==> src/rtl/core/mgr_pkg.sv <==
// Shared types and constants of the mouse gesture recognizer.
package mgr_pkg;

    // Request codes of the input beat
    localparam logic [1:0] REQ_PRESS   = 2'd0;
    localparam logic [1:0] REQ_RELEASE = 2'd1;
    localparam logic [1:0] REQ_MOVE    = 2'd2;
    localparam logic [1:0] REQ_SCROLL  = 2'd3;

    // Event codes of the result beat
    localparam logic [3:0] EV_PRESS   = 4'd0;
    localparam logic [3:0] EV_RELEASE = 4'd1;
    localparam logic [3:0] EV_CLICK   = 4'd2;
    localparam logic [3:0] EV_CHORD   = 4'd3;
    localparam logic [3:0] EV_DRAG    = 4'd4;
    localparam logic [3:0] EV_LEFT    = 4'd5;
    localparam logic [3:0] EV_POINT   = 4'd9;
    localparam logic [3:0] EV_SCROLL  = 4'd10;

    // Register indexes
    localparam logic [2:0] CFG_DRAG_RX  = 3'd0;
    localparam logic [2:0] CFG_DRAG_RY  = 3'd1;
    localparam logic [2:0] CFG_CLICK_RX = 3'd2;
    localparam logic [2:0] CFG_CLICK_RY = 3'd3;
    localparam logic [2:0] CFG_LIMIT_X  = 3'd4;
    localparam logic [2:0] CFG_LIMIT_Y  = 3'd5;
    localparam logic [2:0] CFG_MASK     = 3'd6;

    localparam int RAD_W  = 12;
    localparam int LIM_W  = 14;
    localparam int MASK_W = 29;

    // Per-button enable offsets: button*8 + offset
    localparam logic [2:0] EN_DRAG    = 3'd0;
    localparam logic [2:0] EN_LEFT    = 3'd1;
    localparam logic [2:0] EN_CLICK   = 3'd5;
    localparam logic [2:0] EN_PRESS   = 3'd6;
    localparam logic [2:0] EN_RELEASE = 3'd7;

    // Global enable bits
    localparam int MB_POINT   = 24;
    localparam int MB_CHORD_L = 25;
    localparam int MB_CHORD_R = 26;
    localparam int MB_SCROLL0 = 27;
    localparam int MB_SCROLL1 = 28;

    localparam int MAX_RESULTS = 6;

    // One result written into the result buffer
    typedef struct packed {
        logic       en;
        logic [3:0] kind;
        logic [1:0] btn;
    } emit_t;

    // Flags of the distance unit
    typedef struct packed {
        logic x_neg;
        logic y_neg;
        logic x_lt;
        logic y_lt;
        logic x_gt;
        logic y_gt;
        logic ax_ge_ay;
        logic ay_ge_ax;
    } dist_t;

endpackage

==> src/rtl/core/mouse_gesture_recognizer.sv <==
// Top level of the mouse gesture recognizer: sequencer, button state and registers.
//
// Takes one pointer beat (press, release, move or scroll) at a time and turns it into
// zero to six result beats: press, release, click, chord, drag, one-shot left/right/
// up/down motion, point and scroll, each gated by its bit in handler_mask. A sequencer
// walks the buttons one per cycle through a single shared distance unit (subtract,
// absolute value, radius compare). Press, scroll and a release outside the click
// radius pass S_PRESS, S_SCROLL or S_REL; an unknown button goes right to S_DONE. A
// release inside the click radius goes on through S_RALL and S_RFIN; a move through
// S_SCAN, S_DRAG and S_POINT, plus S_RALL if the cursor leaves a click radius. The
// collected results drain one per cycle as m_ready allows, is_last marking the final
// one. s_ready stays low from accept until the last result beat is taken. Registers
// must be written through cfg_wr_* while idle, which the block does not enforce; zero
// written to a radius register is ignored and buttons 3 and up carry no enable bits.
module mouse_gesture_recognizer #(
    parameter int BUTTONS    = 3,
    parameter int COORD_BITS = 14
) (
    input  logic                  aclk,
    input  logic                  aresetn,
    input  logic                  s_valid,
    output logic                  s_ready,
    input  logic [1:0]            s_req_type,
    input  logic [1:0]            s_button,
    input  logic [COORD_BITS-1:0] s_pos_x,
    input  logic [COORD_BITS-1:0] s_pos_y,
    input  logic                  s_scroll_dir,
    output logic                  m_valid,
    input  logic                  m_ready,
    output logic [3:0]            m_event_kind,
    output logic [1:0]            m_event_button,
    output logic [COORD_BITS-1:0] m_start_x,
    output logic [COORD_BITS-1:0] m_start_y,
    output logic [COORD_BITS-1:0] m_cur_x,
    output logic [COORD_BITS-1:0] m_cur_y,
    output logic                  m_is_last,
    input  logic                  cfg_wr_en,
    input  logic [2:0]            cfg_wr_index,
    input  logic [28:0]           cfg_wr_data
);
    localparam int IW     = $clog2(BUTTONS);
    localparam bit HAS_B2 = BUTTONS > 2;
    localparam int PW     = (COORD_BITS > mgr_pkg::LIM_W) ? COORD_BITS : mgr_pkg::LIM_W;
    localparam int RW     = mgr_pkg::RAD_W;

    // Sequencer states
    localparam logic [3:0] S_IDLE   = 4'd0;
    localparam logic [3:0] S_PRESS  = 4'd1;
    localparam logic [3:0] S_SCROLL = 4'd2;
    localparam logic [3:0] S_REL    = 4'd3;
    localparam logic [3:0] S_RALL   = 4'd4;
    localparam logic [3:0] S_RFIN   = 4'd5;
    localparam logic [3:0] S_SCAN   = 4'd6;
    localparam logic [3:0] S_DRAG   = 4'd7;
    localparam logic [3:0] S_POINT  = 4'd8;
    localparam logic [3:0] S_DONE   = 4'd9;

    // What closes a release once all buttons are let go
    localparam logic [1:0] MODE_CLICK   = 2'd0;
    localparam logic [1:0] MODE_CHORD_L = 2'd1;
    localparam logic [1:0] MODE_CHORD_R = 2'd2;

    // Registers
    logic [RW-1:0]               drx_reg, dry_reg, crx_reg, cry_reg;
    logic [mgr_pkg::LIM_W-1:0]   plx_reg, ply_reg;
    logic [mgr_pkg::MASK_W-1:0]  hm_reg;

    // Button state
    logic [BUTTONS-1:0]    sv_reg, sv_next;
    logic [BUTTONS-1:0]    held_reg, held_next;
    logic [COORD_BITS-1:0] spx_reg [BUTTONS];
    logic [COORD_BITS-1:0] spy_reg [BUTTONS];
    logic                  sp_wr;
    logic [3:0]            mo_reg, mo_next;

    // Sequencer
    logic [3:0]            state_reg, state_next;
    logic [IW-1:0]         b_reg, b_next;
    logic [IW-1:0]         i_reg, i_next;
    logic [1:0]            mode_reg, mode_next;
    logic                  any_reg, any_next;
    logic                  ra_move_reg, ra_move_next;
    logic [COORD_BITS-1:0] x_reg, y_reg;
    logic                  dir_reg;
    logic                  accept;
    logic                  done;
    logic                  busy;

    // Shared unit hookup
    logic [IW-1:0]         sel;
    logic                  use_drag;
    logic [RW-1:0]         rx, ry;
    mgr_pkg::dist_t        dflags;

    // Emit path
    mgr_pkg::emit_t        em;
    logic                  em_en;
    logic [3:0]            em_kind;
    logic [1:0]            em_btn;
    logic [COORD_BITS-1:0] em_sx, em_sy, em_cx, em_cy;

    function automatic logic btn_en(input logic [IW-1:0] s, input logic [2:0] k,
                                    input logic [mgr_pkg::MASK_W-1:0] mask);
        logic [3:0] sw;
        logic [4:0] bit_i;
        sw    = 4'(s);
        bit_i = {sw[1:0], k};
        return (sw < 4'd3) && mask[bit_i];
    endfunction

    assign s_ready = (state_reg == S_IDLE) && !busy;
    assign accept  = s_valid && s_ready;
    assign done    = state_reg == S_DONE;

    assign rx = use_drag ? drx_reg : crx_reg;
    assign ry = use_drag ? dry_reg : cry_reg;

    assign em = {em_en, em_kind, em_btn};

    mgr_dist #(
        .COORD_BITS (COORD_BITS)
    ) u_dist (
        .a_x   (x_reg),
        .a_y   (y_reg),
        .s_x   (spx_reg[sel]),
        .s_y   (spy_reg[sel]),
        .r_x   (rx),
        .r_y   (ry),
        .flags (dflags)
    );

    // Register writes; zero radius writes are dropped
    always_ff @(posedge aclk) begin
        if (!aresetn) begin
            drx_reg <= RW'(16);
            dry_reg <= RW'(16);
            crx_reg <= RW'(4);
            cry_reg <= RW'(4);
            plx_reg <= '1;
            ply_reg <= '1;
            hm_reg  <= '0;
        end else if (cfg_wr_en) begin
            case (cfg_wr_index)
                mgr_pkg::CFG_DRAG_RX: begin
                    if (cfg_wr_data[RW-1:0] != '0) drx_reg <= cfg_wr_data[RW-1:0];
                end
                mgr_pkg::CFG_DRAG_RY: begin
                    if (cfg_wr_data[RW-1:0] != '0) dry_reg <= cfg_wr_data[RW-1:0];
                end
                mgr_pkg::CFG_CLICK_RX: begin
                    if (cfg_wr_data[RW-1:0] != '0) crx_reg <= cfg_wr_data[RW-1:0];
                end
                mgr_pkg::CFG_CLICK_RY: begin
                    if (cfg_wr_data[RW-1:0] != '0) cry_reg <= cfg_wr_data[RW-1:0];
                end
                mgr_pkg::CFG_LIMIT_X: plx_reg <= cfg_wr_data[mgr_pkg::LIM_W-1:0];
                mgr_pkg::CFG_LIMIT_Y: ply_reg <= cfg_wr_data[mgr_pkg::LIM_W-1:0];
                mgr_pkg::CFG_MASK:    hm_reg  <= cfg_wr_data;
                default: ;
            endcase
        end
    end

    always_comb begin
        logic [3:0] m;
        logic [3:0] cond;
        logic       fired;
        logic       in_click;

        state_next   = state_reg;
        b_next       = b_reg;
        i_next       = i_reg;
        mode_next    = mode_reg;
        any_next     = any_reg;
        ra_move_next = ra_move_reg;
        sv_next      = sv_reg;
        held_next    = held_reg;
        mo_next      = mo_reg;
        sp_wr        = 1'b0;
        sel          = b_reg;
        use_drag     = 1'b0;
        em_en        = 1'b0;
        em_kind      = mgr_pkg::EV_PRESS;
        m            = mo_reg;
        cond         = '0;
        fired        = 1'b0;
        in_click     = 1'b0;

        case (state_reg)
            S_IDLE: begin
                if (accept) begin
                    b_next   = IW'(s_button);
                    i_next   = '0;
                    any_next = 1'b0;
                    case (s_req_type)
                        mgr_pkg::REQ_PRESS: begin
                            state_next = ({2'b00, s_button} < 4'(BUTTONS)) ? S_PRESS : S_DONE;
                        end
                        mgr_pkg::REQ_RELEASE: begin
                            state_next = ({2'b00, s_button} < 4'(BUTTONS)) ? S_REL : S_DONE;
                        end
                        mgr_pkg::REQ_MOVE: state_next = S_SCAN;
                        default:           state_next = S_SCROLL;
                    endcase
                end
            end
            S_PRESS: begin
                // Overwrite the start point and rearm the motions
                sp_wr          = 1'b1;
                sv_next[b_reg] = 1'b1;
                held_next[b_reg] = 1'b1;
                mo_next        = '0;
                em_en          = btn_en(b_reg, mgr_pkg::EN_PRESS, hm_reg);
                em_kind        = mgr_pkg::EV_PRESS;
                state_next     = S_DONE;
            end
            S_SCROLL: begin
                em_en      = dir_reg ? hm_reg[mgr_pkg::MB_SCROLL1] : hm_reg[mgr_pkg::MB_SCROLL0];
                em_kind    = mgr_pkg::EV_SCROLL;
                state_next = S_DONE;
            end
            S_REL: begin
                if (held_reg[b_reg]) begin
                    held_next[b_reg] = 1'b0;
                    em_en   = btn_en(b_reg, mgr_pkg::EN_RELEASE, hm_reg);
                    em_kind = mgr_pkg::EV_RELEASE;
                end
                in_click = sv_reg[b_reg] && !dflags.x_gt && !dflags.y_gt;
                if (in_click) begin
                    if (HAS_B2 && (b_reg == IW'(2)) && sv_reg[0]) begin
                        mode_next = MODE_CHORD_L;
                    end else if (HAS_B2 && (b_reg == '0) && sv_reg[IW'(2)]) begin
                        mode_next = MODE_CHORD_R;
                    end else begin
                        mode_next = MODE_CLICK;
                    end
                    i_next       = '0;
                    ra_move_next = 1'b0;
                    state_next   = S_RALL;
                end else begin
                    sv_next[b_reg] = 1'b0;
                    state_next     = S_DONE;
                end
            end
            S_RALL: begin
                // Let go of every held button, one per cycle
                sel = i_reg;
                if (held_reg[i_reg]) begin
                    held_next[i_reg] = 1'b0;
                    em_en   = btn_en(i_reg, mgr_pkg::EN_RELEASE, hm_reg);
                    em_kind = mgr_pkg::EV_RELEASE;
                end
                if (i_reg == IW'(BUTTONS - 1)) begin
                    i_next     = '0;
                    state_next = ra_move_reg ? S_DRAG : S_RFIN;
                end else begin
                    i_next = i_reg + IW'(1);
                end
            end
            S_RFIN: begin
                em_kind = mgr_pkg::EV_CLICK;
                case (mode_reg)
                    MODE_CHORD_L: begin
                        sel        = '0;
                        em_en      = hm_reg[mgr_pkg::MB_CHORD_L];
                        em_kind    = mgr_pkg::EV_CHORD;
                        sv_next[0] = 1'b0;
                    end
                    MODE_CHORD_R: begin
                        sel             = IW'(2);
                        em_en           = hm_reg[mgr_pkg::MB_CHORD_R];
                        em_kind         = mgr_pkg::EV_CHORD;
                        sv_next[IW'(2)] = 1'b0;
                    end
                    default: begin
                        em_en = btn_en(b_reg, mgr_pkg::EN_CLICK, hm_reg);
                    end
                endcase
                sv_next[b_reg] = 1'b0;
                state_next     = S_DONE;
            end
            S_SCAN: begin
                // Any started button outside its click radius lets all go
                sel = i_reg;
                if (sv_reg[i_reg] && !(dflags.x_lt && dflags.y_lt)) begin
                    i_next       = '0;
                    ra_move_next = 1'b1;
                    state_next   = S_RALL;
                end else if (i_reg == IW'(BUTTONS - 1)) begin
                    i_next     = '0;
                    state_next = S_DRAG;
                end else begin
                    i_next = i_reg + IW'(1);
                end
            end
            S_DRAG: begin
                sel      = i_reg;
                use_drag = 1'b1;
                if (sv_reg[i_reg]) begin
                    any_next = 1'b1;
                    if (btn_en(i_reg, mgr_pkg::EN_DRAG, hm_reg)) begin
                        em_en   = 1'b1;
                        em_kind = mgr_pkg::EV_DRAG;
                    end else begin
                        // Rearm inside the drag radius, then try left, right, up, down
                        if (dflags.x_lt && dflags.y_lt) m = '0;
                        cond[0] = dflags.ax_ge_ay && dflags.x_neg && !dflags.x_lt;
                        cond[1] = dflags.ax_ge_ay && !dflags.x_neg && !dflags.x_lt;
                        cond[2] = dflags.ay_ge_ax && dflags.y_neg && !dflags.y_lt;
                        cond[3] = dflags.ay_ge_ax && !dflags.y_neg && !dflags.y_lt;
                        for (int k = 0; k < 4; k++) begin
                            if (!fired && cond[k] && !m[k]) begin
                                m = 4'b0001 << k;
                                if (btn_en(i_reg, mgr_pkg::EN_LEFT + 3'(k), hm_reg)) begin
                                    em_en   = 1'b1;
                                    em_kind = mgr_pkg::EV_LEFT + 4'(k);
                                    fired   = 1'b1;
                                end
                            end
                        end
                        mo_next = m;
                    end
                end
                if (i_reg == IW'(BUTTONS - 1)) begin
                    state_next = S_POINT;
                end else begin
                    i_next = i_reg + IW'(1);
                end
            end
            S_POINT: begin
                em_en = !any_reg && hm_reg[mgr_pkg::MB_POINT]
                        && (PW'(x_reg) < PW'(plx_reg)) && (PW'(y_reg) < PW'(ply_reg));
                em_kind    = mgr_pkg::EV_POINT;
                state_next = S_DONE;
            end
            S_DONE: begin
                state_next = S_IDLE;
            end
            default: begin
                state_next = S_IDLE;
            end
        endcase
    end

    // Result fields: start point of the selected button, cursor of the request; press, scroll and point set their own
    always_comb begin
        em_btn = 2'(sel);
        em_sx  = sv_reg[sel] ? spx_reg[sel] : '0;
        em_sy  = sv_reg[sel] ? spy_reg[sel] : '0;
        em_cx  = x_reg;
        em_cy  = y_reg;
        case (state_reg)
            S_PRESS: begin
                em_sx = x_reg;
                em_sy = y_reg;
            end
            S_SCROLL: begin
                em_btn = {1'b0, dir_reg};
                em_sx  = '0;
                em_sy  = '0;
                em_cx  = '0;
                em_cy  = '0;
            end
            S_POINT: begin
                em_btn = '0;
                em_sx  = '0;
                em_sy  = '0;
            end
            default: ;
        endcase
    end

    always_ff @(posedge aclk) begin
        if (!aresetn) begin
            state_reg   <= S_IDLE;
            b_reg       <= '0;
            i_reg       <= '0;
            mode_reg    <= MODE_CLICK;
            any_reg     <= 1'b0;
            ra_move_reg <= 1'b0;
            sv_reg      <= '0;
            held_reg    <= '0;
            mo_reg      <= '0;
        end else begin
            state_reg   <= state_next;
            b_reg       <= b_next;
            i_reg       <= i_next;
            mode_reg    <= mode_next;
            any_reg     <= any_next;
            ra_move_reg <= ra_move_next;
            sv_reg      <= sv_next;
            held_reg    <= held_next;
            mo_reg      <= mo_next;
        end
    end

    // Start points: cleared by reset, since they show up in results
    always_ff @(posedge aclk) begin
        if (!aresetn) begin
            for (int n = 0; n < BUTTONS; n++) begin
                spx_reg[n] <= '0;
                spy_reg[n] <= '0;
            end
        end else if (sp_wr) begin
            spx_reg[b_reg] <= x_reg;
            spy_reg[b_reg] <= y_reg;
        end
    end

    // Hold the request payload
    always_ff @(posedge aclk) begin
        if (accept) begin
            x_reg   <= s_pos_x;
            y_reg   <= s_pos_y;
            dir_reg <= s_scroll_dir;
        end
    end

    mgr_rbuf #(
        .COORD_BITS (COORD_BITS)
    ) u_rbuf (
        .aclk           (aclk),
        .aresetn        (aresetn),
        .wr             (em),
        .wr_sx          (em_sx),
        .wr_sy          (em_sy),
        .wr_cx          (em_cx),
        .wr_cy          (em_cy),
        .done           (done),
        .busy           (busy),
        .m_valid        (m_valid),
        .m_ready        (m_ready),
        .m_event_kind   (m_event_kind),
        .m_event_button (m_event_button),
        .m_start_x      (m_start_x),
        .m_start_y      (m_start_y),
        .m_cur_x        (m_cur_x),
        .m_cur_y        (m_cur_y),
        .m_is_last      (m_is_last)
    );

    // Never take a request while results still drain
    a_no_overlap: assert property (@(posedge aclk) disable iff (!aresetn)
        !(s_ready && m_valid))
        else $error("request taken while results drain");

    // A held button always has a start point
    a_held_started: assert property (@(posedge aclk) disable iff (!aresetn)
        (held_reg & ~sv_reg) == '0)
        else $error("held button without start point");

    // At most one motion direction is latched
    a_motion_once: assert property (@(posedge aclk) disable iff (!aresetn)
        $onehot0(mo_reg))
        else $error("more than one motion latched");

endmodule

==> src/rtl/core/mgr_dist.sv <==
// Shared distance unit: absolute offsets from a start point and radius compares.
module mgr_dist #(
    parameter int COORD_BITS = 14
) (
    input  logic [COORD_BITS-1:0]     a_x,
    input  logic [COORD_BITS-1:0]     a_y,
    input  logic [COORD_BITS-1:0]     s_x,
    input  logic [COORD_BITS-1:0]     s_y,
    input  logic [mgr_pkg::RAD_W-1:0] r_x,
    input  logic [mgr_pkg::RAD_W-1:0] r_y,
    output mgr_pkg::dist_t            flags
);
    localparam int DW = COORD_BITS + 1;
    localparam int CW = (COORD_BITS > mgr_pkg::RAD_W) ? COORD_BITS : mgr_pkg::RAD_W;

    logic [DW-1:0]         dx, dy;
    logic [COORD_BITS-1:0] ax, ay;
    logic [CW-1:0]         ax_e, ay_e, rx_e, ry_e;

    always_comb begin
        dx = {1'b0, a_x} - {1'b0, s_x};
        dy = {1'b0, a_y} - {1'b0, s_y};
        ax = dx[COORD_BITS] ? COORD_BITS'(-dx) : dx[COORD_BITS-1:0];
        ay = dy[COORD_BITS] ? COORD_BITS'(-dy) : dy[COORD_BITS-1:0];
        ax_e = CW'(ax);
        ay_e = CW'(ay);
        rx_e = CW'(r_x);
        ry_e = CW'(r_y);
        flags.x_neg    = dx[COORD_BITS];
        flags.y_neg    = dy[COORD_BITS];
        flags.x_lt     = ax_e < rx_e;
        flags.y_lt     = ay_e < ry_e;
        flags.x_gt     = ax_e > rx_e;
        flags.y_gt     = ay_e > ry_e;
        flags.ax_ge_ay = ax >= ay;
        flags.ay_ge_ax = ay >= ax;
    end
endmodule

==> src/rtl/core/mgr_rbuf.sv <==
// Result buffer: collects the results of one request, then drains them in order.
module mgr_rbuf #(
    parameter int COORD_BITS = 14
) (
    input  logic                  aclk,
    input  logic                  aresetn,
    input  mgr_pkg::emit_t        wr,
    input  logic [COORD_BITS-1:0] wr_sx,
    input  logic [COORD_BITS-1:0] wr_sy,
    input  logic [COORD_BITS-1:0] wr_cx,
    input  logic [COORD_BITS-1:0] wr_cy,
    input  logic                  done,
    output logic                  busy,
    output logic                  m_valid,
    input  logic                  m_ready,
    output logic [3:0]            m_event_kind,
    output logic [1:0]            m_event_button,
    output logic [COORD_BITS-1:0] m_start_x,
    output logic [COORD_BITS-1:0] m_start_y,
    output logic [COORD_BITS-1:0] m_cur_x,
    output logic [COORD_BITS-1:0] m_cur_y,
    output logic                  m_is_last
);
    localparam int N  = mgr_pkg::MAX_RESULTS;
    localparam int CNTW = $clog2(N + 1);
    localparam int IXW  = $clog2(N);

    logic [3:0]            kind_mem [N];
    logic [1:0]            btn_mem  [N];
    logic [COORD_BITS-1:0] sx_mem   [N];
    logic [COORD_BITS-1:0] sy_mem   [N];
    logic [COORD_BITS-1:0] cx_mem   [N];
    logic [COORD_BITS-1:0] cy_mem   [N];

    logic [CNTW-1:0] cnt_reg, cnt_next;
    logic [IXW-1:0]  rd_reg, rd_next;
    logic            drain_reg, drain_next;
    logic            last;
    logic            push;

    assign push = wr.en && (cnt_reg < CNTW'(N));
    assign last = CNTW'(rd_reg) == (cnt_reg - CNTW'(1));

    always_comb begin
        cnt_next   = cnt_reg;
        rd_next    = rd_reg;
        drain_next = drain_reg;
        if (push) begin
            cnt_next = cnt_reg + CNTW'(1);
        end
        if (done && (cnt_reg != '0)) begin
            drain_next = 1'b1;
            rd_next    = '0;
        end
        if (drain_reg && m_ready) begin
            if (last) begin
                drain_next = 1'b0;
                cnt_next   = '0;
            end else begin
                rd_next = rd_reg + IXW'(1);
            end
        end
    end

    always_ff @(posedge aclk) begin
        if (!aresetn) begin
            cnt_reg   <= '0;
            rd_reg    <= '0;
            drain_reg <= 1'b0;
        end else begin
            cnt_reg   <= cnt_next;
            rd_reg    <= rd_next;
            drain_reg <= drain_next;
        end
    end

    always_ff @(posedge aclk) begin
        if (push) begin
            kind_mem[cnt_reg[IXW-1:0]] <= wr.kind;
            btn_mem[cnt_reg[IXW-1:0]]  <= wr.btn;
            sx_mem[cnt_reg[IXW-1:0]]   <= wr_sx;
            sy_mem[cnt_reg[IXW-1:0]]   <= wr_sy;
            cx_mem[cnt_reg[IXW-1:0]]   <= wr_cx;
            cy_mem[cnt_reg[IXW-1:0]]   <= wr_cy;
        end
    end

    assign busy           = drain_reg;
    assign m_valid        = drain_reg;
    assign m_event_kind   = kind_mem[rd_reg];
    assign m_event_button = btn_mem[rd_reg];
    assign m_start_x      = sx_mem[rd_reg];
    assign m_start_y      = sy_mem[rd_reg];
    assign m_cur_x        = cx_mem[rd_reg];
    assign m_cur_y        = cy_mem[rd_reg];
    assign m_is_last      = last;
endmodule

==> config.mk <==
export PLATFORM = sky130hd
export DESIGN_NAME = mouse_gesture_recognizer
export DESIGN_NICKNAME = d
export VERILOG_FILES = /design/src/rtl/core/mgr_pkg.sv /design/src/rtl/core/mouse_gesture_recognizer.sv /design/src/rtl/core/mgr_dist.sv /design/src/rtl/core/mgr_rbuf.sv
export SDC_FILE = /design/constraint.sdc
export NUM_CORES = 1
export LEC_CHECK = 0
export BUFFER_PORTS_ARGS = -buffer_cell sky130_fd_sc_hd__buf_4
export CAP_MARGIN = 30
export CORE_MARGIN = 1.5
export CORE_UTILIZATION = 35
export CTS_CLUSTER_DIAMETER = 30
export DETAILED_ROUTE_END_ITERATION = 8
export GPL_ROUTABILITY_DRIVEN = 0
export GPL_TIMING_DRIVEN = 0
export PLACE_DENSITY = 0.53
export SYNTH_ARGS = -nofsm -noshare
export SYNTH_HDL_FRONTEND = slang
export SYNTH_SLANG_ARGS = --single-unit
==> constraint.sdc <==
create_clock -name aclk -period 23.8 [get_ports aclk]
set_clock_uncertainty 0.05 [all_clocks]
set_input_delay 5.95 -clock aclk [delete_from_list [all_inputs] [get_ports aclk]]
set_output_delay 5.95 -clock aclk [all_outputs]
set_load 0.03 [all_outputs]
==> results_tabular.tex, run 1 <==
\begin{tabular}{lr}
\hline
Metric & Value \\
\hline
\multicolumn{2}{l}{\textbf{Status}} \\
Result of the run & completed \\
\multicolumn{2}{l}{\textbf{Route}} \\
WL/cell & 22.92 µm \\
Wire length after detailed routing & 95170 µm \\
Overall via count from detail\_route & 22110 \\
Post-detailed-route DRC marker count & 0 \\
Drt via density & 5.325 \\
Number of design-rule violations left by the first detailed-router iteration & 1606 \\
Final ANT Viol Nets & 0 \\
Number of detailed-route iterations in the first pass & 7 \\
\multicolumn{2}{l}{\textbf{CTS}} \\
Post-CTS setup buffers & 0 \\
Clock root buffer & clkbuf\_16 \\
Clk buf depth & 3 \\
Resized cells post-CTS & 0 \\
Worst-skew pair later-pin latency & 0.74 ns \\
Clock-pin transition on the worst setup and hold timing paths & 0.05 ns \\
CTS tree & built \\
Level count of the clock H-tree & 4 \\
Number of buffers inserted during clock tree synthesis & 144 \\
Number of buffers inserted for hold repair after clock tree synthesis & 0 \\
\# clock sinks & 646 \\
\multicolumn{2}{l}{\textbf{Die}} \\
Site row count & 108 \\
Initial Utilization & 35.29\% \\
I/O Pins & 135 \\
Die Area & 89250 µm² \\
Core footprint & 86750 µm² \\
Overall die width & 298.8 µm \\
Floorplan die height & 298.8 µm \\
\multicolumn{2}{l}{\textbf{Worst setup path}} \\
Critical Path RT & 24.17 ns \\
Startpoint types & register \\
Crit path top cell by count & buf\_4 \\
Max stage delay on crit path & 0.70 ns \\
Critical Path End Type & register \\
Arrival time of data at the critical path endpoint & 11.56 ns \\
Crit-path slowest cell & nor4\_2 \\
Setup CP Type & register to register \\
Largest fanout on the critical path & 10 \\
\multicolumn{2}{l}{\textbf{STA}} \\
Fmax & 89.36 MHz \\
Final worst path period need & 11.19 ns \\
Ratio of final minimum period to clock period & 47.02\% \\
Slew of the pin with the lowest slew margin & 1.004 ns \\
Final number of max-transition violations & 0 \\
Relative slew slack & 32.34\% \\
Setup tns final & 0 ns \\
Unrepaired setup endpoints after global routing & no \\
Total setup violations reported at the end of the flow & 0 \\
Count of endpoints failing hold in the final timing report & 0 \\
\multicolumn{2}{l}{\textbf{Pwr}} \\
Leakage power & 14.27 nW \\
Worst VDD drop & 0.0001173 V \\
Pwr Density & 140.9 nW/µm² \\
\multicolumn{2}{l}{\textbf{Yosys}} \\
Nets in the synthesized netlist & 2710 \\
Number of distinct library cells after synthesis & 86 \\
Number of enable-type register cells in the synthesized netlist & 513 \\
Gate Count Post-Synth & 2532 \\
Seq/Total Area, Yosys & 59.02\% \\
Top flip-flop cell by instance count after synthesis & edfxtp\_1 \\
Count of yosys warnings during synthesis & 0 \\
Register bit count reported by yosys & 646 \\
Netlist area before placement & 30610 µm² \\
Mapped Avg Cell Area & 12.09 µm² \\
Share of synthesized flip-flops with an asynchronous set or reset & 0\% \\
\multicolumn{2}{l}{\textbf{Finish}} \\
Final layout net count & 3055 \\
Layout Cell Area excl Fill & 38720 µm² \\
Number of fill cells in the layout & 7988 \\
Commonest cells after routing, fill and taps aside & edfxtp\_1, nand2\_1, nor2\_1 \\
Storage cell area & 18070 µm² \\
Multi-input combinational cell area & 11760 µm² \\
Most common library cell in the layout ignoring fill and taps & edfxtp\_1 \\
Fraction of layout instances using a drive strength above 1 & 18.35\% \\
Synth-to-Final Area Change & 26.48\% \\
Ant. Diodes & 0 \\
\multicolumn{2}{l}{\textbf{Worst hold path}} \\
Min-Delay Path Class & register to register \\
\multicolumn{2}{l}{\textbf{Place}} \\
Number of buffers added on ports & 121 \\
DPL Wire Length & 69280 µm \\
Instance area at placement & 33710 µm² \\
\multicolumn{2}{l}{\textbf{Run}} \\
Maximum capacitance violations & 0 \\
\multicolumn{2}{l}{\textbf{Global route}} \\
First-pass GRT wire length & 141200 µm \\
Number of antenna violations at the first check in global routing & 2 \\
Aggregate global routing overflow & 0 \\
Number of global-route vias before repair & 22460 \\
Global-route usage over all layers & 21.20\% \\
Largest net degree at the start of global routing & 29 \\
\hline
\end{tabular}
final timing paths:
kind,start,end,slack (ns),cells after the start
hold reg to reg,hm_reg[2],hm_reg[2],0.41,2
hold / removal,hm_reg[2],hm_reg[2],0.41,2
setup reg to reg,b_reg[0],u_rbuf.sx_mem[5][10],12.61,33
setup / recovery,b_reg[0],u_rbuf.sx_mem[5][10],12.61,33
report_power, final:
part	total, W	internal [W]	switching (W)
Sequential	0.00144	0.00135	0.0000858
Clock	0.00200	0.00135	0.000656
Combinational	0.00202	0.000715	0.00130
synth_stat cells (15+ instances only):
library cell	instances	share of area, %
xnor2_1	29	0.83
nor2b_1	40	0.82
nor2_1	202	2.5
a21oi_1	136	2.2
nor3_1	34	0.56
nand2b_1	25	0.51
o21ai_0	96	1.6
nand2_1	311	3.8
clkbuf_1	102	1.3
inv_1	74	0.91
o211ai_1	34	0.83
xor2_1	15	0.43
and2_1	78	1.6
ha_1	106	4.3
nand3_1	53	0.87
dfxtp_1	133	8.7
buf_1	33	0.40
mux4_2	67	4.9
a21o_1	31	0.76
mux2i_1	152	5.0
o21a_1	17	0.42
nor4_1	31	0.63
edfxtp_1	513	50
metrics by stage:
stage                     total power [W]  hold slack, ns  std cells  setup slack [ns]  util (%)
final                            0.005455          0.4094       4152             12.61     44.63
after CTS                        0.005451          0.4043       4150             12.63     44.61
after global routing             0.005742          0.4294       4152             12.09     44.63
after detailed placement         0.003426          0.3987       3884             12.68     38.86
after floorplan                  0.002780          0.3829       2532             10.28         -
after global placement           0.003339          0.3906       3808             1.599     38.00
worst max-delay path, delay by kind of cell (launching register included):
kind / cells / cell delay, ns
simple gates: 12 / 4.08
compound gates: 9 / 2.98
buf+inv: 8 / 2.15
fa+ha+maj: 2 / 0.64
mux: 1 / 0.40
flops: 1 / 0.30
xor+xnor: 1 / 0.25
per-layer routing:
layer | part of all wire (%) | global-route usage (%) | wire length (µm)
met4 | 3.5 | 8.983 | 3321
met3 | 5.3 | 3.708 | 5023
met2 | 49 | 35.83 | 47090
met5 | 0 | 0 | 0
met1 | 42 | 26.79 | 39730
cells by family (layout without fill, tap and decap cells):
| kind of cell | count (synthesis) | count (layout) | share of synthesized area [%] |
|---|---|---|---|
| simple gates | 844 | 844 | 12.94 |
| mux | 230 | 230 | 10.30 |
| buf+inv | 219 | 684 | 2.755 |
| compound gates | 441 | 441 | 9.269 |
| flops | 646 | 646 | 59.02 |
| fa+ha+maj | 108 | 108 | 4.463 |
| xor+xnor | 44 | 44 | 1.259 |
final cells by class:
| cell class | count | share of cell area, % |
|---|---|---|
| timing repair buffer | 199 | 4.172 |
| tap | 1155 | 3.732 |
| multi-input combinational | 1667 | 30.37 |
| sequential | 646 | 46.66 |
| buffer | 142 | 1.431 |
| inverter | 77 | 0.7464 |
| clock buffer | 172 | 9.846 |
| clock inverter | 94 | 3.041 |
(Power assumes the default switching activity.)
==> inputs of run 2 (changes only) <==
--- a/config.mk
+++ b/config.mk
@@ -5,6 +5,7 @@
 export SDC_FILE = /design/constraint.sdc
 export NUM_CORES = 1
 export LEC_CHECK = 0
+export ABC_AREA = 1
 export BUFFER_PORTS_ARGS = -buffer_cell sky130_fd_sc_hd__buf_4
 export CAP_MARGIN = 30
 export CORE_MARGIN = 1.5
==> constraint.sdc (replaced) <==
create_clock -name aclk -period 10.9 [get_ports aclk]
set_clock_uncertainty 0.05 [all_clocks]
set_input_delay 2.725 -clock aclk [delete_from_list [all_inputs] [get_ports aclk]]
set_output_delay 2.725 -clock aclk [all_outputs]
set_load 0.03 [all_outputs]
==> run 2 against run 1 <==
Non-clock buffer count fell by 20. Combinational power up 130%. Clock power grew 120%. Core utilization rose by 0.30 points. Final area is 2.6% lower. Total power is 120% higher. Cell count is 7.9% higher. Setup slack worse by 11 ns. Sequential power increased by 120%. Register-to-register slack worse by 11 ns. Count of clock-buffer cells in the layout fell by 3. Wire length decreased by 1.1%. Largest cell class unchanged.
==> results_tabular.tex, run 2 <==
\begin{tabular}{lr}
\hline
Metric & Value \\
\hline
\multicolumn{2}{l}{\textbf{Status}} \\
Result of the run & completed (unchanged) \\
\multicolumn{2}{l}{\textbf{Worst setup path}} \\
Setup CP Type & register to register (unchanged) \\
Arrival time of data at the critical path endpoint & 10.12 ns (was 11.56 ns) \\
Largest fanout on the critical path & 10 (unchanged) \\
Max stage delay on crit path & 0.69 ns (was 0.70 ns) \\
Startpoint types & register (unchanged) \\
Critical Path End Type & register (unchanged) \\
Crit-path slowest cell & nor3\_2 (was nor4\_2) \\
R2r setup slk & 1.16 ns (was 12.61 ns) \\
Crit path top cell by count & inv\_1 (was buf\_4) \\
Buf+Inv Stages, Crit Path & 13 (was 8) \\
Cell class contributing the biggest share of worst-path delay & buffers and inverters (was simple AND/OR/NAND/NOR gates) \\
Critical Path RT & 11.28 ns (was 24.17 ns) \\
\multicolumn{2}{l}{\textbf{Route}} \\
Number of detailed-route iterations in the first pass & 6 (was 7) \\
Wire length after detailed routing & 94130 µm (was 95170 µm) \\
Number of design-rule violations left by the first detailed-router iteration & 1905 (was 1606) \\
Drt via density & 5.135 (was 5.325) \\
WL/cell & 21.01 µm (was 22.92 µm) \\
Post-detailed-route DRC marker count & 0 (unchanged) \\
Overall via count from detail\_route & 23010 (was 22110) \\
Final ANT Viol Nets & 0 (unchanged) \\
\multicolumn{2}{l}{\textbf{CTS}} \\
Clock root buffer & clkbuf\_16 (unchanged) \\
Clock-pin transition on the worst setup and hold timing paths & 0.04 ns (was 0.05 ns) \\
Worst-skew pair later-pin latency & 0.72 ns (was 0.74 ns) \\
Post-CTS setup buffers & 0 (unchanged) \\
Clk buf depth & 3 (unchanged) \\
Level count of the clock H-tree & 4 (unchanged) \\
Number of buffers inserted for hold repair after clock tree synthesis & 0 (unchanged) \\
\# clock sinks & 646 (unchanged) \\
Number of buffers inserted during clock tree synthesis & 145 (was 144) \\
CTS tree & built (unchanged) \\
Resized cells post-CTS & 0 (unchanged) \\
\multicolumn{2}{l}{\textbf{Global route}} \\
Largest net degree at the start of global routing & 31 (was 29) \\
First-pass GRT wire length & 138900 µm (was 141200 µm) \\
Number of global-route vias before repair & 22410 (was 22460) \\
Global-route usage over all layers & 21.59\% (was 21.20\%) \\
Number of antenna violations at the first check in global routing & 0 (was 2) \\
Aggregate global routing overflow & 0 (unchanged) \\
\multicolumn{2}{l}{\textbf{Worst hold path}} \\
Min-Delay Path Class & register to register (unchanged) \\
\multicolumn{2}{l}{\textbf{Yosys}} \\
Mapped Avg Cell Area & 10.21 µm² (was 12.09 µm²) \\
Number of enable-type register cells in the synthesized netlist & 513 (unchanged) \\
Count of yosys warnings during synthesis & 0 (unchanged) \\
Share of synthesized flip-flops with an asynchronous set or reset & 0\% (unchanged) \\
Most frequent cells after synthesis & edfxtp\_1, nand2\_1, nor2\_1 (unchanged) \\
Seq/Total Area, Yosys & 60.67\% (was 59.02\%) \\
Portion of synthesized cell area occupied by the leading cell type & 51.73\% (was 50.32\%) \\
Top cell type by total area after synthesis & edfxtp\_1 (unchanged) \\
Netlist area before placement & 29780 µm² (was 30610 µm²) \\
Nets in the synthesized netlist & 3094 (was 2710) \\
Most used standard cell by instance count after synthesis & edfxtp\_1 (unchanged) \\
Top flip-flop cell by instance count after synthesis & edfxtp\_1 (unchanged) \\
Register bit count reported by yosys & 646 (unchanged) \\
Area contributors post-synth & edfxtp\_1, dfxtp\_1, nand2\_1 (was edfxtp\_1, dfxtp\_1, mux2i\_1) \\
Gate Count Post-Synth & 2916 (was 2532) \\
Number of distinct library cells after synthesis & 62 (was 86) \\
\multicolumn{2}{l}{\textbf{STA}} \\
Slew of the pin with the lowest slew margin & 0.9650 ns (was 1.004 ns) \\
Fmax & 102.6 MHz (was 89.36 MHz) \\
Final Worst Setup Slack & 1.157 ns (was 12.61 ns) \\
Count of endpoints failing hold in the final timing report & 0 (unchanged) \\
Tightest hold margin & 0.3802 ns (was 0.4094 ns) \\
Final worst path period need & 9.743 ns (was 11.19 ns) \\
Ratio of final minimum period to clock period & 89.38\% (was 47.02\%) \\
Relative slew slack & 35.67\% (was 32.34\%) \\
Unrepaired setup endpoints after global routing & no (unchanged) \\
Final number of max-transition violations & 0 (unchanged) \\
Total setup violations reported at the end of the flow & 0 (unchanged) \\
\multicolumn{2}{l}{\textbf{Die}} \\
Initial Utilization & 35.47\% (was 35.29\%) \\
I/O Pins & 135 (unchanged) \\
Floorplan die height & 294.7 µm (was 298.8 µm) \\
Overall die width & 294.7 µm (was 298.8 µm) \\
Die Area & 86840 µm² (was 89250 µm²) \\
Core footprint & 83950 µm² (was 86750 µm²) \\
Site row count & 106 (was 108) \\
\multicolumn{2}{l}{\textbf{Finish}} \\
Layout Cell Area excl Fill & 37730 µm² (was 38720 µm²) \\
Ant. Diodes & 0 (unchanged) \\
Final layout net count & 3402 (was 3055) \\
Commonest cells after routing, fill and taps aside & edfxtp\_1, nand2\_1, nor2\_1 (unchanged) \\
Fraction of layout instances using a drive strength above 1 & 13.77\% (was 18.35\%) \\
Most common library cell in the layout ignoring fill and taps & edfxtp\_1 (unchanged) \\
Final standard cell count with taps included and fillers excluded & 4481 (was 4152) \\
End-of-flow core utilization & 44.94\% (was 44.63\%) \\
Synth-to-Final Area Change & 26.69\% (was 26.48\%) \\
\multicolumn{2}{l}{\textbf{Place}} \\
DP Worst Slack & 1.203 ns (was 12.68 ns) \\
Instance area at placement & 32660 µm² (was 33710 µm²) \\
DPL Wire Length & 67290 µm (was 69280 µm) \\
Number of buffers added on ports & 122 (was 121) \\
Inst Count DP & 4210 (was 3884) \\
\multicolumn{2}{l}{\textbf{Run}} \\
Maximum capacitance violations & 0 (unchanged) \\
\multicolumn{2}{l}{\textbf{Pwr}} \\
Leakage power & 14.63 nW (was 14.27 nW) \\
Worst VDD drop & 0.0001819 V (was 0.0001173 V) \\
Pwr Density & 325.0 nW/µm² (was 140.9 nW/µm²) \\
\hline
\end{tabular}
-- run 2: cell types whose count changed after synthesis, moves of 27 or more --
cell,delta
a21oi_1,+49
inv_1,+149
a21o_1,-30
and2_1,-78
mux2i_1,-152
nor2b_1,-40
buf_1,-27
clkbuf_1,+48
nand2_1,+148
mux4_2,-67
a32o_1,+61
o22ai_1,+80
nor2_1,+219
o21ai_0,+160
-- run 2: stage by stage --
step / TNS [ns] / total power, W
after floorplan: 0 / 0.006465
after global placement: -1818.59 / 0.007797
after detailed placement: 0 / 0.007846
after CTS: 0 / 0.01230
after global routing: 0 / 0.01308
final: 0 / 0.01226
-- run 2: final cells by class --
cell class                 instances  area, µm²
fill                            7980      46230
timing repair buffer             161       1423
tap                             1134       1419
buffer                           160      611.8
clock inverter                   101       1261
inverter                         234      880.8
sequential                       646      18070
clock buffer                     169       3802
multi-input combinational       1876      10260
-- run 2: cells by family (layout without fill, tap and decap cells) --
family | count (synthesis) | in the layout | share of synthesized area [%]
AND/OR/NAND/NOR | 1029 | 1029 | 14.34
XOR/XNOR | 39 | 39 | 1.172
adder cells (fa/ha/maj) | 108 | 108 | 4.588
AO/OA/AOI/OAI | 700 | 700 | 14.22
flip-flops | 646 | 646 | 60.67
buffers and inverters | 394 | 825 | 5.013
-- run 2: path summary, 6_finish.rpt --
| path | startpoint | to | cells after the start |
|---|---|---|---|
| max | i_reg[0] | u_rbuf.sy_mem[0][4] | 46 |
| min | x_reg[0] | spx_reg[3][0] | 0 |
| max reg2reg | i_reg[0] | u_rbuf.sy_mem[0][4] | 46 |
| min reg2reg | x_reg[0] | spx_reg[3][0] | 0 |
-- run 2: where the power goes --
| part | total [W] | switching, W | internal, W |
|---|---|---|---|
| sequential | 0.00312 | 0.000109 | 0.00301 |
| combinational | 0.00472 | 0.00318 | 0.00155 |
| clock | 0.00442 | 0.00145 | 0.00297 |
| total | 0.0123 | 0.00473 | 0.00753 |
-- run 2: routing by layer --
layer  vias to the layer above  global-route usage [%]  routed length, µm
met3                       167                   4.344               6381
met1                     11110                   28.11              40150
met2                       759                   35.30              44630
met5                         -                       0                  0
met4                         0                   8.386               2970
li1                      10970                       -                  -
==> inputs of run 3 (changes only) <==
--- a/config.mk
+++ b/config.mk
@@ -9,12 +9,12 @@
 export BUFFER_PORTS_ARGS = -buffer_cell sky130_fd_sc_hd__buf_4
 export CAP_MARGIN = 30
 export CORE_MARGIN = 1.5
-export CORE_UTILIZATION = 35
+export CORE_UTILIZATION = 40
 export CTS_CLUSTER_DIAMETER = 30
 export DETAILED_ROUTE_END_ITERATION = 8
 export GPL_ROUTABILITY_DRIVEN = 0
 export GPL_TIMING_DRIVEN = 0
-export PLACE_DENSITY = 0.53
+export PLACE_DENSITY = 0.61
 export SYNTH_ARGS = -nofsm -noshare
 export SYNTH_HDL_FRONTEND = slang
 export SYNTH_SLANG_ARGS = --single-unit
==> constraint.sdc (replaced) <==
create_clock -name aclk -period 7.97 [get_ports aclk]
set_clock_uncertainty 0.05 [all_clocks]
set_input_delay 1.9925 -clock aclk [delete_from_list [all_inputs] [get_ports aclk]]
set_output_delay 1.9925 -clock aclk [all_outputs]
set_load 0.03 [all_outputs]
==> run 3 against run 2 <==
Critical path depth rose by 1. Total power up 37%. Core utilization rose by 6.4 points. Critical path type unchanged. Largest cell class unchanged. Largest power group unchanged.
==> results_tabular.tex, run 3 (synthesis gave the netlist of run 2 again) <==
\begin{tabular}{lr}
\hline
Metric & Value \\
\hline
\multicolumn{2}{l}{\textbf{Die}} \\
Core footprint & 73330 µm² (was 83950 µm²) \\
Site row count & 99 (was 106) \\
Die Area & 76090 µm² (was 86840 µm²) \\
I/O Pins & 135 (unchanged) \\
Overall die width & 275.9 µm (was 294.7 µm) \\
Floorplan die height & 275.9 µm (was 294.7 µm) \\
Initial Utilization & 40.61\% (was 35.47\%) \\
\multicolumn{2}{l}{\textbf{Pwr}} \\
Seq pwr share & 25.5\% (about the same) \\
Pwr Density & 446.1 nW/µm² (was 325.0 nW/µm²) \\
Cell-internal power & 0.01028 W (was 0.007526 W) \\
Leakage power & 14.70 nW (was 14.63 nW) \\
Portion of total power attributed to the clock network & 33.4\% (was 36.0\%) \\
Sw Pwr & 0.006523 W (was 0.004734 W) \\
Combinational fraction of design power & 41.1\% (was 38.5\%) \\
Worst VDD drop & 0.0002975 V (was 0.0001819 V) \\
Sw frac & 38.82\% (was 38.62\%) \\
\multicolumn{2}{l}{\textbf{Worst setup path}} \\
Largest fanout on the critical path & 16 (was 10) \\
Arrival time of data at the critical path endpoint & 7.84 ns (was 10.12 ns) \\
Startpoint types & register (unchanged) \\
Critical Path RT & 8.33 ns (was 11.28 ns) \\
Number of cells traversed by the worst register-to-register path & 47 (was 46) \\
Critical Path End Type & register (unchanged) \\
Crit-path slowest cell & fa\_1 (was nor3\_2) \\
Max stage delay on crit path & 0.43 ns (was 0.69 ns) \\
Startpoint of the most critical setup path & i\_reg[0] (unchanged) \\
Setup CP Type & register to register (unchanged) \\
R2R Path Start & i\_reg[0] (unchanged) \\
\multicolumn{2}{l}{\textbf{Run}} \\
Maximum capacitance violations & 0 (unchanged) \\
\multicolumn{2}{l}{\textbf{Status}} \\
Result of the run & completed (unchanged) \\
\multicolumn{2}{l}{\textbf{STA}} \\
Final number of max-transition violations & 0 (unchanged) \\
Ratio of final minimum period to clock period & 93.80\% (was 89.38\%) \\
Total setup violations reported at the end of the flow & 0 (unchanged) \\
Slew of the pin with the lowest slew margin & 0.9447 ns (was 0.9650 ns) \\
Final Worst Setup Slack & 0.4944 ns (was 1.157 ns) \\
Count of endpoints failing hold in the final timing report & 0 (unchanged) \\
Tightest hold margin & 0.3998 ns (was 0.3802 ns) \\
Relative slew slack & 36.19\% (was 35.67\%) \\
Final worst path period need & 7.476 ns (was 9.743 ns) \\
Fmax & 133.8 MHz (was 102.6 MHz) \\
\multicolumn{2}{l}{\textbf{Route}} \\
Final ANT Viol Nets & 0 (unchanged) \\
Number of detailed-route iterations in the first pass & 6 (unchanged) \\
WL/cell & 20.95 µm (was 21.01 µm) \\
Wire length after detailed routing & 90110 µm (was 94130 µm) \\
Number of design-rule violations left by the first detailed-router iteration & 2296 (was 1905) \\
Post-detailed-route DRC marker count & 0 (unchanged) \\
Drt via density & 5.418 (was 5.135) \\
Overall via count from detail\_route & 23310 (was 23010) \\
\multicolumn{2}{l}{\textbf{Worst hold path}} \\
Cell count of the worst hold path & 2 (was 0) \\
Launch instance of the worst min-delay path & dry\_reg[11] (was x\_reg[0]) \\
Min-Delay Path Class & register to register (unchanged) \\
\multicolumn{2}{l}{\textbf{Finish}} \\
Synth-to-Final Area Change & 26.48\% (was 26.69\%) \\
Most common library cell in the layout ignoring fill and taps & edfxtp\_1 (unchanged) \\
Fraction of layout instances using a drive strength above 1 & 15.29\% (was 13.77\%) \\
Final layout net count & 3411 (was 3402) \\
Number of fill cells in the layout & 6580 (was 7980) \\
Commonest cells after routing, fill and taps aside & edfxtp\_1, nand2\_1, nor2\_1 (unchanged) \\
Ant. Diodes & 0 (unchanged) \\
End-of-flow core utilization & 51.36\% (was 44.94\%) \\
\multicolumn{2}{l}{\textbf{CTS}} \\
Clock root buffer & clkbuf\_16 (unchanged) \\
CTS tree & built (unchanged) \\
Level count of the clock H-tree & 4 (unchanged) \\
Number of buffers inserted for hold repair after clock tree synthesis & 0 (unchanged) \\
Worst-skew pair later-pin latency & 0.70 ns (was 0.72 ns) \\
Clk buf depth & 3 (unchanged) \\
Number of buffers inserted during clock tree synthesis & 136 (was 145) \\
Clock-pin transition on the worst setup and hold timing paths & 0.05 ns (was 0.04 ns) \\
\# clock sinks & 646 (unchanged) \\
\multicolumn{2}{l}{\textbf{Global route}} \\
Number of antenna violations at the first check in global routing & 0 (unchanged) \\
Aggregate global routing overflow & 0 (unchanged) \\
First-pass GRT wire length & 133300 µm (was 138900 µm) \\
Number of global-route vias before repair & 22360 (was 22410) \\
Largest net degree at the start of global routing & 31 (unchanged) \\
Global-route usage over all layers & 23.47\% (was 21.59\%) \\
\multicolumn{2}{l}{\textbf{Place}} \\
DPL Wire Length & 63560 µm (was 67290 µm) \\
DP Worst Slack & -2.276 ns (was 1.203 ns) \\
Number of buffers added on ports & 122 (unchanged) \\
\hline
\end{tabular}
## run 3: worst max-delay path, delay by kind of cell, from the launching register on
kind | cells | cell delay, ns
adders and majority gates | 3 | 0.98
and+or+nand+nor | 20 | 2.28
DFF | 1 | 0.38
AOI/OAI and AO/OA | 9 | 1.35
xor gates and xnor gates | 1 | 0.25
buffers and inverters | 14 | 1.84
## run 3: worst paths after layout
check | to | slack [ns]
max | u_rbuf.cy_mem[0][4] | 0.49
min | dry_reg[11] | 0.40
max reg2reg | u_rbuf.cy_mem[0][4] | 0.49
min reg2reg | dry_reg[11] | 0.40
## run 3: layer usage
| layer | vias up | global-route usage, % | share of wire (%) |
|---|---|---|---|
| li1 | 10970 | - | - |
| met5 | - | 0 | 0 |
| met2 | 938 | 38.98 | 48 |
| met1 | 11230 | 30.13 | 42 |
| met3 | 172 | 4.785 | 6.9 |
| met4 | 0 | 8.996 | 3.2 |
## run 3: per-stage QoR
stage / TNS, ns / cells / area [µm²] / total power (W)
floorplan: -277.91 / 2916 / 29800 / 0.008840
global placement: -2010.33 / 3997 / 31920 / 0.01056
detailed placement: -659.28 / 4023 / 32510 / 0.01065
CTS: 0 / 4278 / 37330 / 0.01644
global route: -0.06204 / 4302 / 37660 / 0.01786
finish: 0 / 4302 / 37660 / 0.01680
## run 3: cell type report
cell class	count	area (µm²)	share of cell area (%)
multi-input combinational	1876	10440	27.71
sequential	646	18070	47.98
tap	959	1200	3.186
clock inverter	86	1033	2.744
inverter	234	880.8	2.339
clock buffer	162	3595	9.544
buffer	160	694.4	1.844
timing repair buffer	179	1752	4.651
## run 3: timing repair
item                                    4_1_cts  5_1_grt
endpoints found under the setup margin      405      371
gates resized for setup                      45       38
buffers inserted                              8       22
pin swaps                                    12       15
cloned                                        0        2
## run 3: power by group through the flow
stage | Combinational [W] | Clock [W] | Sequential, W
global route | 0.00774 | 0.00584 | 0.00429
global placement | 0.00622 | 0 | 0.00434
floorplan | 0.00460 | 0 | 0.00424
CTS | 0.00652 | 0.00565 | 0.00427
detailed placement | 0.00632 | 0 | 0.00433
finish | 0.00691 | 0.00561 | 0.00428
